**src/rtl/owi_pkg.sv**
```systemverilog
package owi_pkg;

    // Width of the word fields on the ports.
    localparam int DATA_BITS = 64;
    // Width of the field length and offset registers.
    localparam int CFG_BITS  = 6;

    // Configuration register indexes.
    localparam logic CFG_FIELD_LENGTH = 1'b0;
    localparam logic CFG_FIELD_OFFSET = 1'b1;

    // Reset values of the configuration registers.
    localparam logic [CFG_BITS-1:0] FIELD_LENGTH_RST = CFG_BITS'(1);
    localparam logic [CFG_BITS-1:0] FIELD_OFFSET_RST = CFG_BITS'(0);

    // Operation codes carried in the mode field.
    localparam logic MODE_ADVANCE = 1'b0;
    localparam logic MODE_FIRST   = 1'b1;

    // Result status codes.
    localparam logic [1:0] STATUS_UPDATED   = 2'd0;
    localparam logic [1:0] STATUS_EXHAUSTED = 2'd1;
    localparam logic [1:0] STATUS_MALFORMED = 2'd2;

    typedef struct packed {
        logic [CFG_BITS-1:0] field_length;
        logic [CFG_BITS-1:0] field_offset;
    } t_field_cfg;

endpackage

```
**src/rtl/owi_if.sv**
```systemverilog
interface owi_in_if import owi_pkg::*; ();
    logic                 valid;
    logic                 ready;
    logic [DATA_BITS-1:0] word_in;
    logic                 mode;

    modport source (output valid, output word_in, output mode, input ready);
    modport sink   (input valid, input word_in, input mode, output ready);
endinterface

interface owi_out_if import owi_pkg::*; ();
    logic                 valid;
    logic                 ready;
    logic [DATA_BITS-1:0] word_out;
    logic [1:0]           status;

    modport source (output valid, output word_out, output status, input ready);
    modport sink   (input valid, input word_out, input status, output ready);
endinterface

interface owi_cfg_if import owi_pkg::*; ();
    logic                valid;
    logic                ready;
    logic                index;
    logic [CFG_BITS-1:0] data;

    modport source (output valid, output index, output data, input ready);
    modport sink   (input valid, input index, input data, output ready);
endinterface

```
**src/rtl/odd_weight_field_iterator.sv**
```systemverilog
// A beat that is accepted is captured in the input register and then moves
// into the result register, which drives the output.
// Throughput: one beat per cycle while o_out is ready; the input and result
// registers form a two-stage pipeline, so a beat is taken while a result waits.
// Reset (synchronous, active low) empties both stages and loads field_length
// with 1 and field_offset with 0.
module odd_weight_field_iterator
    import owi_pkg::*;
#(
    parameter int WORD_BITS = 64
) (
    input  logic     i_clk,
    input  logic     i_rst_n,
    owi_cfg_if.sink  i_cfg,
    owi_in_if.sink   i_in,
    owi_out_if.source o_out
);

    localparam int LW = $clog2(WORD_BITS + 1);
    // Wide enough to hold any offset and the word width itself.
    localparam int CW = (LW > CFG_BITS) ? LW + 1 : CFG_BITS + 1;

    t_field_cfg cfg;

    // Input register stage.
    logic                 r_in_valid;
    logic [WORD_BITS-1:0] r_word;
    logic                 r_mode;

    // Result register stage.
    logic                 r_out_valid;
    logic [DATA_BITS-1:0] r_word_out;
    logic [1:0]           r_status;

    logic                 out_free;
    logic                 in_take;
    logic                 move;

    logic [CW-1:0]        off_w;
    logic [CW-1:0]        len_w;
    logic [CW-1:0]        room;
    logic [CW-1:0]        len_clip;
    logic [LW-1:0]        len_eff;

    logic [WORD_BITS-1:0] field_raw;
    logic [WORD_BITS-1:0] fmask;
    logic [WORD_BITS-1:0] next_field;
    logic [1:0]           status;
    logic [WORD_BITS-1:0] n_word;

    owi_cfg_regs u_cfg (
        .i_clk   (i_clk),
        .i_rst_n (i_rst_n),
        .i_cfg   (i_cfg),
        .o_cfg   (cfg)
    );

    // The result register frees up when it is empty or being read this cycle.
    // The input stage moves into it whenever it is free, and the input side
    // takes a new beat whenever its own register empties at the same edge.
    assign out_free    = !r_out_valid || o_out.ready;
    assign move        = r_in_valid && out_free;
    assign i_in.ready  = !r_in_valid || out_free;
    assign in_take     = i_in.valid && i_in.ready;

    always_ff @(posedge i_clk) begin
        if (!i_rst_n) begin
            r_in_valid <= 1'b0;
        end else if (i_in.ready) begin
            r_in_valid <= i_in.valid;
        end
    end

    // Bits at and above the word width are dropped on the way in.
    always_ff @(posedge i_clk) begin
        if (in_take) begin
            r_word <= i_in.word_in[WORD_BITS-1:0];
            r_mode <= i_in.mode;
        end
    end

    // The field is clipped to the word. An offset at or past the word width
    // leaves an empty field, which reports the sequence as exhausted.
    assign off_w    = CW'(cfg.field_offset);
    assign len_w    = CW'(cfg.field_length);
    assign room     = CW'(WORD_BITS) - off_w;
    assign len_clip = (off_w >= CW'(WORD_BITS)) ? '0 :
                      ((len_w > room) ? room : len_w);
    assign len_eff  = LW'(len_clip);

    assign field_raw = r_word >> cfg.field_offset;

    owi_next_vec #(
        .W (WORD_BITS)
    ) u_next (
        .i_field_raw (field_raw),
        .i_len       (len_eff),
        .i_mode      (r_mode),
        .o_fmask     (fmask),
        .o_next      (next_field),
        .o_status    (status)
    );

    // Only a successful update touches the word; bits outside the field stay.
    always_comb begin
        n_word = r_word;
        if (status == STATUS_UPDATED) begin
            n_word = (r_word & ~(fmask << cfg.field_offset)) |
                     ((next_field & fmask) << cfg.field_offset);
        end
    end

    always_ff @(posedge i_clk) begin
        if (!i_rst_n) begin
            r_out_valid <= 1'b0;
        end else if (out_free) begin
            r_out_valid <= r_in_valid;
        end
    end

    // Upper bits beyond the word width read as zero.
    always_ff @(posedge i_clk) begin
        if (move) begin
            r_word_out <= DATA_BITS'(n_word);
            r_status   <= status;
        end
    end

    assign o_out.valid    = r_out_valid;
    assign o_out.word_out = r_word_out;
    assign o_out.status   = r_status;

endmodule

```
**src/rtl/owi_cfg_regs.sv**
```systemverilog
module owi_cfg_regs
    import owi_pkg::*;
(
    input  logic        i_clk,
    input  logic        i_rst_n,
    owi_cfg_if.sink     i_cfg,
    output t_field_cfg  o_cfg
);

    logic [CFG_BITS-1:0] r_field_length;
    logic [CFG_BITS-1:0] r_field_offset;

    // Writes are always taken.
    assign i_cfg.ready = 1'b1;

    always_ff @(posedge i_clk) begin
        if (!i_rst_n) begin
            r_field_length <= FIELD_LENGTH_RST;
            r_field_offset <= FIELD_OFFSET_RST;
        end else if (i_cfg.valid) begin
            unique case (i_cfg.index)
                CFG_FIELD_LENGTH: r_field_length <= i_cfg.data;
                CFG_FIELD_OFFSET: r_field_offset <= i_cfg.data;
                default: ;
            endcase
        end
    end

    assign o_cfg.field_length = r_field_length;
    assign o_cfg.field_offset = r_field_offset;

endmodule

```
**src/rtl/owi_next_vec.sv**
```systemverilog
module owi_next_vec
    import owi_pkg::*;
#(
    parameter int W = 64
) (
    input  logic [W-1:0]         i_field_raw,
    input  logic [$clog2(W+1)-1:0] i_len,
    input  logic                 i_mode,
    output logic [W-1:0]         o_fmask,
    output logic [W-1:0]         o_next,
    output logic [1:0]           o_status
);

    localparam int LW  = $clog2(W+1);
    localparam int TZW = $clog2(W);

    logic [W-1:0]   fmask;
    logic [W-1:0]   x;
    logic [W-1:0]   low_bit;
    logic [TZW-1:0] tz;
    logic           packed_top;
    logic [W:0]     ripple;
    logic [W:0]     moved;
    logic [W:0]     moved_sh;
    logic [W-1:0]   gosper;
    logic [LW:0]    wt_plus2;
    logic [W-1:0]   low_ones;

    always_comb begin
        for (int i = 0; i < W; i++) begin
            fmask[i] = (LW'(i) < i_len);
        end
    end

    assign x       = i_field_raw & fmask;
    // Isolate the lowest set bit; its position is an OR of the indexes.
    assign low_bit = x & (~x + W'(1));

    always_comb begin
        tz = '0;
        for (int i = 0; i < W; i++) begin
            if (low_bit[i]) begin
                tz = tz | TZW'(i);
            end
        end
    end

    // Ones sit at the top of the field when filling the zeros below the lowest
    // one gives the whole field.
    assign packed_top = ((x | (x - W'(1))) == fmask);

    // Next combination of the same weight.
    assign ripple   = {1'b0, x} + {1'b0, low_bit};
    assign moved    = {1'b0, x} ^ ripple;
    assign moved_sh = (moved >> tz) >> 2;
    assign gosper   = (ripple[W-1:0] | moved_sh[W-1:0]) & fmask;

    // Weight plus two equals length minus trailing zeros plus two.
    assign wt_plus2 = (LW+1)'(i_len) - (LW+1)'(tz) + (LW+1)'(2);

    always_comb begin
        for (int i = 0; i < W; i++) begin
            low_ones[i] = ((LW+1)'(i) < wt_plus2);
        end
    end

    always_comb begin
        o_next   = '0;
        o_status = STATUS_UPDATED;
        if (i_len == '0) begin
            o_status = STATUS_EXHAUSTED;
        end else if (i_mode == MODE_FIRST) begin
            o_next = W'(1);
        end else if (x == '0) begin
            o_status = STATUS_MALFORMED;
        end else if (packed_top) begin
            // A weight of at least length minus one leaves no room for two more ones.
            if (tz <= TZW'(1)) begin
                o_status = STATUS_EXHAUSTED;
            end else begin
                o_next = low_ones & fmask;
            end
        end else begin
            o_next = gosper;
        end
    end

    assign o_fmask = fmask;

endmodule
```
**src/flat_wrapper.sv**
```systemverilog
// flat-port wrapper written by rule: the top's interface ports become plain ports
module odd_weight_field_iterator_flat import owi_pkg::*;
#(
    parameter int WORD_BITS = 64
)
  (i_clk, i_rst_n, i_cfg_valid, i_cfg_index, i_cfg_data, i_cfg_ready, i_in_valid, i_in_word_in, i_in_mode, i_in_ready, o_out_valid, o_out_word_out, o_out_status, o_out_ready);
  owi_cfg_if i_cfg_i ();
  owi_in_if i_in_i ();
  owi_out_if o_out_i ();
  input  logic i_clk;
  input  logic i_rst_n;
  input wire logic [$bits(i_cfg_i.valid)-1:0] i_cfg_valid;
  input wire logic [$bits(i_cfg_i.index)-1:0] i_cfg_index;
  input wire logic [$bits(i_cfg_i.data)-1:0] i_cfg_data;
  output wire logic [$bits(i_cfg_i.ready)-1:0] i_cfg_ready;
  input wire logic [$bits(i_in_i.valid)-1:0] i_in_valid;
  input wire logic [$bits(i_in_i.word_in)-1:0] i_in_word_in;
  input wire logic [$bits(i_in_i.mode)-1:0] i_in_mode;
  output wire logic [$bits(i_in_i.ready)-1:0] i_in_ready;
  output wire logic [$bits(o_out_i.valid)-1:0] o_out_valid;
  output wire logic [$bits(o_out_i.word_out)-1:0] o_out_word_out;
  output wire logic [$bits(o_out_i.status)-1:0] o_out_status;
  input wire logic [$bits(o_out_i.ready)-1:0] o_out_ready;
  assign i_cfg_i.valid = i_cfg_valid;
  assign i_cfg_i.index = i_cfg_index;
  assign i_cfg_i.data = i_cfg_data;
  assign i_cfg_ready = i_cfg_i.ready;
  assign i_in_i.valid = i_in_valid;
  assign i_in_i.word_in = i_in_word_in;
  assign i_in_i.mode = i_in_mode;
  assign i_in_ready = i_in_i.ready;
  assign o_out_valid = o_out_i.valid;
  assign o_out_word_out = o_out_i.word_out;
  assign o_out_status = o_out_i.status;
  assign o_out_i.ready = o_out_ready;
  odd_weight_field_iterator #(.WORD_BITS(WORD_BITS)) u_core (.i_clk(i_clk), .i_rst_n(i_rst_n), .i_cfg(i_cfg_i), .i_in(i_in_i), .o_out(o_out_i));
endmodule
```
**config.mk**
```make
export PLATFORM = sky130hd
export DESIGN_NAME = odd_weight_field_iterator_flat
export DESIGN_NICKNAME = d
export VERILOG_FILES = /design/src/rtl/owi_pkg.sv /design/src/rtl/owi_if.sv /design/src/rtl/odd_weight_field_iterator.sv /design/src/rtl/owi_cfg_regs.sv /design/src/rtl/owi_next_vec.sv /design/src/flat_wrapper.sv
export SDC_FILE = /design/constraint.sdc
export NUM_CORES = 2
export LEC_CHECK = 0
export ABC_AREA = 1
export ABC_CLOCK_PERIOD_IN_PS = 11800
export BUFFER_PORTS_ARGS = -buffer_cell sky130_fd_sc_hd__buf_2
export CAP_MARGIN = 20
export CORE_UTILIZATION = 25
export DETAILED_ROUTE_END_ITERATION = 6
export PLACE_DENSITY_LB_ADDON = 0.1
export SLEW_MARGIN = 20
export SYNTH_ARGS = -nofsm -noshare
export SYNTH_HDL_FRONTEND = slang
export SYNTH_SLANG_ARGS = --single-unit
```
**constraint.sdc**
```tcl
create_clock -name i_clk -period 11.8 [get_ports i_clk]
set_clock_uncertainty 0.1 [all_clocks]
set_input_delay 1.18 -clock i_clk [delete_from_list [all_inputs] [get_ports i_clk]]
set_output_delay 1.18 -clock i_clk [all_outputs]
set_load 0.01 [all_outputs]
```
Yosys cells after proc, flatten, opt, wreduce, memory -nomap -nowiden
Cells that the tools add are included.

Register bits after elaboration: 145. Input bits: 77. Output and inout port bits: 69. Logic and storage cells: 288.

Add/subtract/negate cells: 6. $lt $le $gt $ge: 131. Equal/unequal tests: 6. Shifts and indexed selects: 4. Multiplexer cells: 110. Bitwise operators: 12. Reduce and logical (&&, ||, !) cells: 11.

Operator list (count): $mux 64 (16); $and 64x64->64 (6); $lt 6x8->1 const A (32); $mux 6 (42); $lt 6x7->1 const A (32); $lt 5x8->1 const A (16); $not 64->64 (2); $or 64x64->64 (2); $shl 64x6->64 (2); $lt 5x7->1 const A (16); $mux 5 (16); $add 64x64->65 (1); $shr 65x6->65 (1); $xor 64x65->65 (1); $add 64x1->64 const B (1); $eq 64x64->1 (1); $logic_not 64->1 (1); $lt 4x8->1 const A (8); $or 64x63->64 (1); $shr 64x6->64 (1); $sub 64x1->64 const B (1); $lt 4x7->1 const A (8); $lt 3x8->1 const A (4); $mux 2 (16); 23 further kinds (53).

Logic depth before layout (Yosys ltp)
Word-level depth: 95. Depth in mapped cells: 74.

Modules after synthesis
Synthesis repeated with hierarchy kept, for this count alone.

Cell total of the unflattened synthesis: 6465. Area, all modules: 33756.1 µm².

Modules (own cells, without submodules): owi_next_vec (instances 1, cells each 3519, area each 16658.5 µm², seq. area each 0.0 µm²); odd_weight_field_iterator (instances 1, cells each 2879, area each 16602.2 µm², seq. area each 3973.8 µm²); owi_cfg_regs (instances 1, cells each 67, area each 495.5 µm², seq. area each 240.2 µm²).

Worst setup path after synthesis
OpenSTA, ideal clock, no wires.

Kind: reg-to-reg. From: reg u_core.u_cfg.r_field_offset[1]. To: reg u_core.r_word_out[59] (netlist: u_core.o_out.word_out[59]), data pin. Setup time: 0.259 ns. Arrival: 9.094 ns. Required time: 11.441 ns. Path slack: 2.347 ns. Stages on the path, launching flop included: 68. Buffers on the path: 11. Period minus slack after synthesis: 9.453 ns. Path through: dfxtp_1 > buf_2 > inv_2 > buf_2 > buf_2 > buf_1 > clkbuf_1 > clkbuf_1 > ha_1 > xnor2_1 > inv_1 > ha_1 > nand2_1 > inv_1 > nand2_1 > nand2_1 > nand2_2 > nand2_2 > [... 32 more ...] > inv_1 > or2_2 > nand3_1 > nor2_1 > inv_1 > nor2_1 > inv_1 > clkbuf_1 > o311ai_0 > nor2_1 > nand3_1 > nand3_1 > nand3_1 > nand2_1 > nand2_1 > nand2_1 > nand3_1 > nand3_1.

Longest elaborated chain between the ends: 95. Elaborated cells between the ends (all ways): 253. Classes of those cells: add/sub: 6; order compare: 131; eq/ne: 1; shift: 4; mux: 96; bitwise: 12; reduce/logical: 3.

Ends and longest elaborated chain: from (decl) (line owi_cfg_regs.sv:11) `logic [CFG_BITS-1:0] r_field_offset;`; from (signal assigned) (line owi_cfg_regs.sv:23) `CFG_FIELD_OFFSET: r_field_offset <= i_cfg.data;`; $sub 7x6->8 (line odd_weight_field_iterator.sv:86) `assign room = CW'(WORD_BITS) - off_w;`; $gt 6x8->1 (line odd_weight_field_iterator.sv:88) `((len_w > room) ? room : len_w);`; $mux 7 (line odd_weight_field_iterator.sv:88); $mux 7 (line odd_weight_field_iterator.sv:87) `assign len_clip = (off_w >= CW'(WORD_BITS)) ? '0 :`; $lt 1x7->1 (line owi_next_vec.sv:31) `fmask[i] = (LW'(i) < i_len);`; $and 64x64->64 (line owi_next_vec.sv:35) `assign x = i_field_raw & fmask;`; $not 64->64 (line owi_next_vec.sv:37) `assign low_bit = x & (~x + W'(1));`; $add 64x1->64 (line owi_next_vec.sv:37); [... 79 more ...]; $mux 64 (line owi_next_vec.sv:70) `if (i_len == '0) begin`; $mux 64 (line owi_next_vec.sv:72) `end else if (i_mode == MODE_FIRST) begin`; $mux 64 (2 in a row) (line owi_next_vec.sv:70); $and 64x64->64 (line odd_weight_field_iterator.sv:109) `((next_field & fmask) << cfg.field_offset);`; $shl 64x6->64 (line odd_weight_field_iterator.sv:109); $or 64x64->64 (line odd_weight_field_iterator.sv:108) `n_word = (r_word & ~(fmask << cfg.field_offset)) |`; $mux 64 * (line odd_weight_field_iterator.sv:107) `if (status == STATUS_UPDATED) begin`; named net u_core.n_word[59] (line odd_weight_field_iterator.sv:49) `logic [WORD_BITS-1:0] n_word;`; to (signal assigned) (line odd_weight_field_iterator.sv:124) `r_word_out <= DATA_BITS'(n_word);`; to (decl) (line odd_weight_field_iterator.sv:32) `logic [DATA_BITS-1:0] r_word_out;`.

Mark *: on every way through the listed nets, which the timed path passes. The rest lies on a longest branch. The select of a mux whose other input is x is not followed. A chain may end at the register's enable or synchronous reset.

Worst setup path after layout
From: reg u_core.u_cfg.r_field_offset[2]. To: reg u_core.r_word_out[31] (netlist: u_core.o_out.word_out[31]), data pin.

Same word-level chain as after synthesis.

==> impl_metrics.prom <==
# TYPE chip_impl_metric gauge
chip_impl_metric{name="globalRoute.totalOverflow",unit=""} 0
chip_impl_metric{name="grt_usage",unit=""} 0.324
chip_impl_metric{name="postRouteAntennaNets",unit=""} 0
chip_impl_metric{name="final-setup-viol-count",unit=""} 0
chip_impl_metric{name="timing.final.max_slew_violations",unit=""} 0
chip_impl_metric{name="cts_made_buffers",unit=""} 17
chip_impl_metric{name="share_seq_of_total_power",unit=""} 0.108
chip_impl_metric{name="via_count",unit=""} 42061
chip_impl_metric{name="cap_violations",unit=""} 0
chip_impl_metric{name="power.share.switching",unit=""} 0.673
chip_impl_info{name="ys_top_cells_by_area",value="sky130_fd_sc_hd__nand2_1 (21%), sky130_fd_sc_hd__nand3_1 (17%), sky130_fd_sc_hd__edfxtp_1 (13%)"} 1
chip_impl_metric{name="yosysWarningCount",unit=""} 0
chip_impl_metric{name="synthesis.area_per_instance",unit="µm²"} 5.37
chip_impl_metric{name="layout.area.seq",unit="µm²"} 4240
chip_impl_metric{name="synth_top_area_frac",unit=""} 0.213
chip_impl_metric{name="power_report.internal_total",unit="mW"} 2.07
chip_impl_metric{name="post_synth_num_cell_types",unit=""} 77
chip_impl_metric{name="via_count_of_the_first_global_routing_pass",unit=""} 38310
chip_impl_metric{name="comb_power_share",unit=""} 0.803
chip_impl_metric{name="clk_pin_slew",unit="ps"} 80
chip_impl_info{name="yosysTopAreaCell",value="sky130_fd_sc_hd__nand2_1"} 1
chip_impl_metric{name="fin_area",unit="µm²"} 34000
chip_impl_metric{name="detail_route.wirelength",unit="mm"} 213
chip_impl_info{name="crit_path_end_kind",value="register"} 1
chip_impl_metric{name="synth-seq-area-share",unit=""} 0.135
chip_impl_metric{name="row_count",unit=""} 129
chip_impl_metric{name="switching_power",unit="mW"} 4.26
chip_impl_metric{name="wp_data_arrival",unit="ps"} 11280
chip_impl_metric{name="peakVddDrop",unit="µV"} 116
chip_impl_metric{name="detailedPlacementHpwl",unit="mm"} 176
chip_impl_metric{name="grt_start_max_net_pins",unit=""} 172
chip_impl_metric{name="final_setup_tns",unit="ps"} 0
chip_impl_metric{name="drt-vias-per-instance",unit=""} 5.67
chip_impl_metric{name="slowest_stage_delay_cp",unit="ps"} 750
chip_impl_info{name="synth-main-ff-cell",value="sky130_fd_sc_hd__edfxtp_1"} 1
chip_impl_metric{name="worstPathBufferInverterCount",unit=""} 9
chip_impl_metric{name="postSynthCellCount",unit=""} 5826
chip_impl_info{name="final_cell_mix",value="sky130_fd_sc_hd__nand2_1 (1,772), sky130_fd_sc_hd__nand3_1 (1,092), sky130_fd_sc_hd__inv_1 (473)"} 1
chip_impl_info{name="unrepaired_setup_endpoints_after_global_routing",value="no"} 1
chip_impl_metric{name="area_taken_by_multi_input_logic_gates",unit="µm²"} 23500
chip_impl_metric{name="worst_slew_pin_tran",unit="ps"} 1140
chip_impl_metric{name="place.gp.congestion",unit=""} 1.09
chip_impl_info{name="outcome",value="finished, violations left"} 1
chip_impl_info{name="root_buffer",value="sky130_fd_sc_hd__clkbuf_16"} 1
chip_impl_metric{name="grt_pass1_wl",unit="mm"} 294
chip_impl_metric{name="slew_headroom",unit=""} 0.231
chip_impl_info{name="layout_commonest_cell",value="sky130_fd_sc_hd__nand2_1"} 1
chip_impl_metric{name="drc_errors_left",unit=""} 4
chip_impl_metric{name="pwrdens",unit="nW/µm²"} 186
chip_impl_metric{name="grt_antenna_before_repair",unit=""} 13
chip_impl_info{name="worst_path_most_repeated_cell",value="sky130_fd_sc_hd__nand2_1"} 1
chip_impl_metric{name="first_iter_violations",unit=""} 5830
chip_impl_metric{name="insertion_delay",unit="ps"} 480
chip_impl_metric{name="cts.hold.buffers_added",unit=""} 0
chip_impl_info{name="start_kind",value="register"} 1
chip_impl_metric{name="die-height",unit="µm"} 356
chip_impl_metric{name="h-tree-depth",unit=""} 4
chip_impl_metric{name="io-pin-count",unit=""} 146
chip_impl_metric{name="fp.dieArea",unit="µm²"} 127000
chip_impl_metric{name="num-fill-cells",unit=""} 14617
chip_impl_metric{name="worst_path_required",unit="ps"} 11920
chip_impl_metric{name="count_of_flip_flops_with_a_built_in_enable_after_synthesis",unit=""} 131
chip_impl_metric{name="buffer_depth_of_the_longest_clock_path",unit=""} 2
chip_impl_metric{name="reg2reg_depth",unit=""} 58
chip_impl_metric{name="largest_fanout_on_the_critical_path",unit=""} 49
chip_impl_metric{name="layout.nets",unit=""} 5864
chip_impl_metric{name="cts.sink_count",unit=""} 145
chip_impl_metric{name="ys_async_sr_fraction",unit=""} 0
chip_impl_info{name="cell_at_the_slowest_stage_of_the_critical_path",value="sky130_fd_sc_hd__dfxtp_4"} 1
chip_impl_info{name="crit_type",value="register to register"} 1
chip_impl_metric{name="timing.critical_path.depth",unit=""} 58
chip_impl_info{name="failed_checks",value="design-rule violations"} 1
chip_impl_info{name="tritoncts",value="done"} 1
chip_impl_metric{name="firstDrtPassIters",unit=""} 7
chip_impl_metric{name="wire_per_inst",unit="µm"} 28.7
chip_impl_metric{name="timing.hold.worst_path_depth",unit=""} 2
chip_impl_metric{name="clockPowerShare",unit=""} 0.089
chip_impl_metric{name="finalCritPeriodShare",unit=""} 0.946
chip_impl_metric{name="timing_hold_violations_final",unit=""} 0
chip_impl_metric{name="flow.area_growth_from_synthesis",unit="%"} 8.74
chip_impl_metric{name="floorplan_core_area",unit="µm²"} 124000
chip_impl_metric{name="timing.final.crit_period",unit="ps"} 11160
chip_impl_metric{name="drive_gt1_frac",unit=""} 0.111
chip_impl_metric{name="seq_cells_post_synth",unit=""} 145
chip_impl_metric{name="fp.dieW",unit="µm"} 356
chip_impl_metric{name="synthesis.area",unit="µm²"} 31300
chip_impl_metric{name="placed_cell_area",unit="µm²"} 33400
chip_impl_metric{name="port_buffers",unit=""} 144
chip_impl_metric{name="clock.fmax",unit="MHz"} 89.6
chip_impl_info{name="holdCritPathClass",value="register to register"} 1
chip_impl_metric{name="floorplan.initialDensity",unit=""} 0.252
chip_impl_metric{name="static-leakage-power",unit="nW"} 16.2
chip_impl_info{name="cpLargestDelayFamily",value="simple AND/OR/NAND/NOR gates"} 1
[what timing repair did]
item | CTS | global route
resized for setup | 0 | 5
endpoints found under the setup margin | 0 | 45
setup buffers | 0 | 1
[power by group through the flow]
stage	Combinational [mW]	Clock [mW]	Sequential (mW)
after global placement	4.93	0	0.696
after detailed placement	4.87	0	0.696
after CTS	4.89	0.573	0.685
after floorplan	2.79	0	0.662
final	5.08	0.564	0.686
after global routing	5.32	0.595	0.686
[layout make-up]
class | count | area share
multi-input cells | 4793 | 0.690
flip-flops and latches | 145 | 0.125
inverters | 570 | 0.0639
well taps | 1637 | 0.0602
repair buffers | 240 | 0.0438
clock buffers | 17 | 0.0125
clock inverters | 15 | 0.00482
diodes | 3 | 0.000221
[worst paths after layout]
| kind | slack (ps) | to | from |
|---|---|---|---|
| worst max-delay path | 640 | u_core.o_out.word_out[31] | u_core.u_cfg.r_field_offset[2] |
| worst min-delay path | 430 | u_core.r_in_valid | u_core.r_in_valid |
| worst max register to register | 640 | u_core.o_out.word_out[31] | u_core.u_cfg.r_field_offset[2] |
| worst min register to register | 430 | u_core.r_in_valid | u_core.r_in_valid |
[worst min-delay path, delay by kind of cell (launching register included)]
family | cells | cell delay, ps
AO/OA/AOI/OAI | 1 | 70
flip-flops | 1 | 310
AND/OR/NAND/NOR | 1 | 110
[cell families (layout without fill, tap and decap cells)]
group	after synthesis	after routing	share of synthesized area
flops	145	145	0.135
simple gates	3736	3736	0.542
mux	34	34	0.0109
buf+inv	889	842	0.117
xor+xnor	38	38	0.0106
other cells	1	5	0.000120
fa+ha+maj	20	20	0.00824
compound gates	963	963	0.177
[cell usage after synthesis, types with 40 or more instances]
cell,count
sky130_fd_sc_hd__nand2_1,1773
sky130_fd_sc_hd__nand3_1,1092
sky130_fd_sc_hd__inv_1,476
sky130_fd_sc_hd__nor2_1,437
sky130_fd_sc_hd__o21ai_0,411
sky130_fd_sc_hd__a21oi_1,180
sky130_fd_sc_hd__o21ai_1,134
sky130_fd_sc_hd__edfxtp_1,131
sky130_fd_sc_hd__clkbuf_1,111
sky130_fd_sc_hd__buf_2,95
sky130_fd_sc_hd__nand4_1,93
sky130_fd_sc_hd__nand2_2,89
sky130_fd_sc_hd__buf_1,81
sky130_fd_sc_hd__inv_2,79
sky130_fd_sc_hd__nor3_1,65
sky130_fd_sc_hd__nor2_2,40
[flip-flops by register name (all words and copies together) (netlist names)]
register / flops
u_core.u_cfg.r_field_offset: 6
u_core.r_mode: 1
u_core.r_word: 64
u_core.o_out.word_out: 64
u_core.o_out.status: 2
u_core.o_out.valid: 1
u_core.r_in_valid: 1
u_core.u_cfg.r_field_length: 6
[metrics by stage]
step / power [mW] / setup WS (ps) / cells / hold slack [ps] / util
after global routing: 6.60 / 27.8 / 7418 / 458 / 0.274
after floorplan: 3.45 / 2350 / 5827 / 349 / -
after CTS: 6.15 / 800 / 7415 / 440 / 0.274
final: 6.33 / 637 / 7420 / 432 / 0.274
after detailed placement: 5.57 / 828 / 7383 / 424 / 0.269
after global placement: 5.63 / 862 / 7383 / 420 / 0.269
[metal layers]
metal | GRT usage | vias to the layer above | part of all wire
met2 | 0.487 | 2129 | 0.43
met4 | 0.122 | 14 | 0.042
li1 | - | 19506 | -
met3 | 0.0639 | 287 | 0.089
met1 | 0.453 | 20125 | 0.44
met5 | 0 | - | 0.00039
Note: power is estimated with default switching activity, not from simulation.
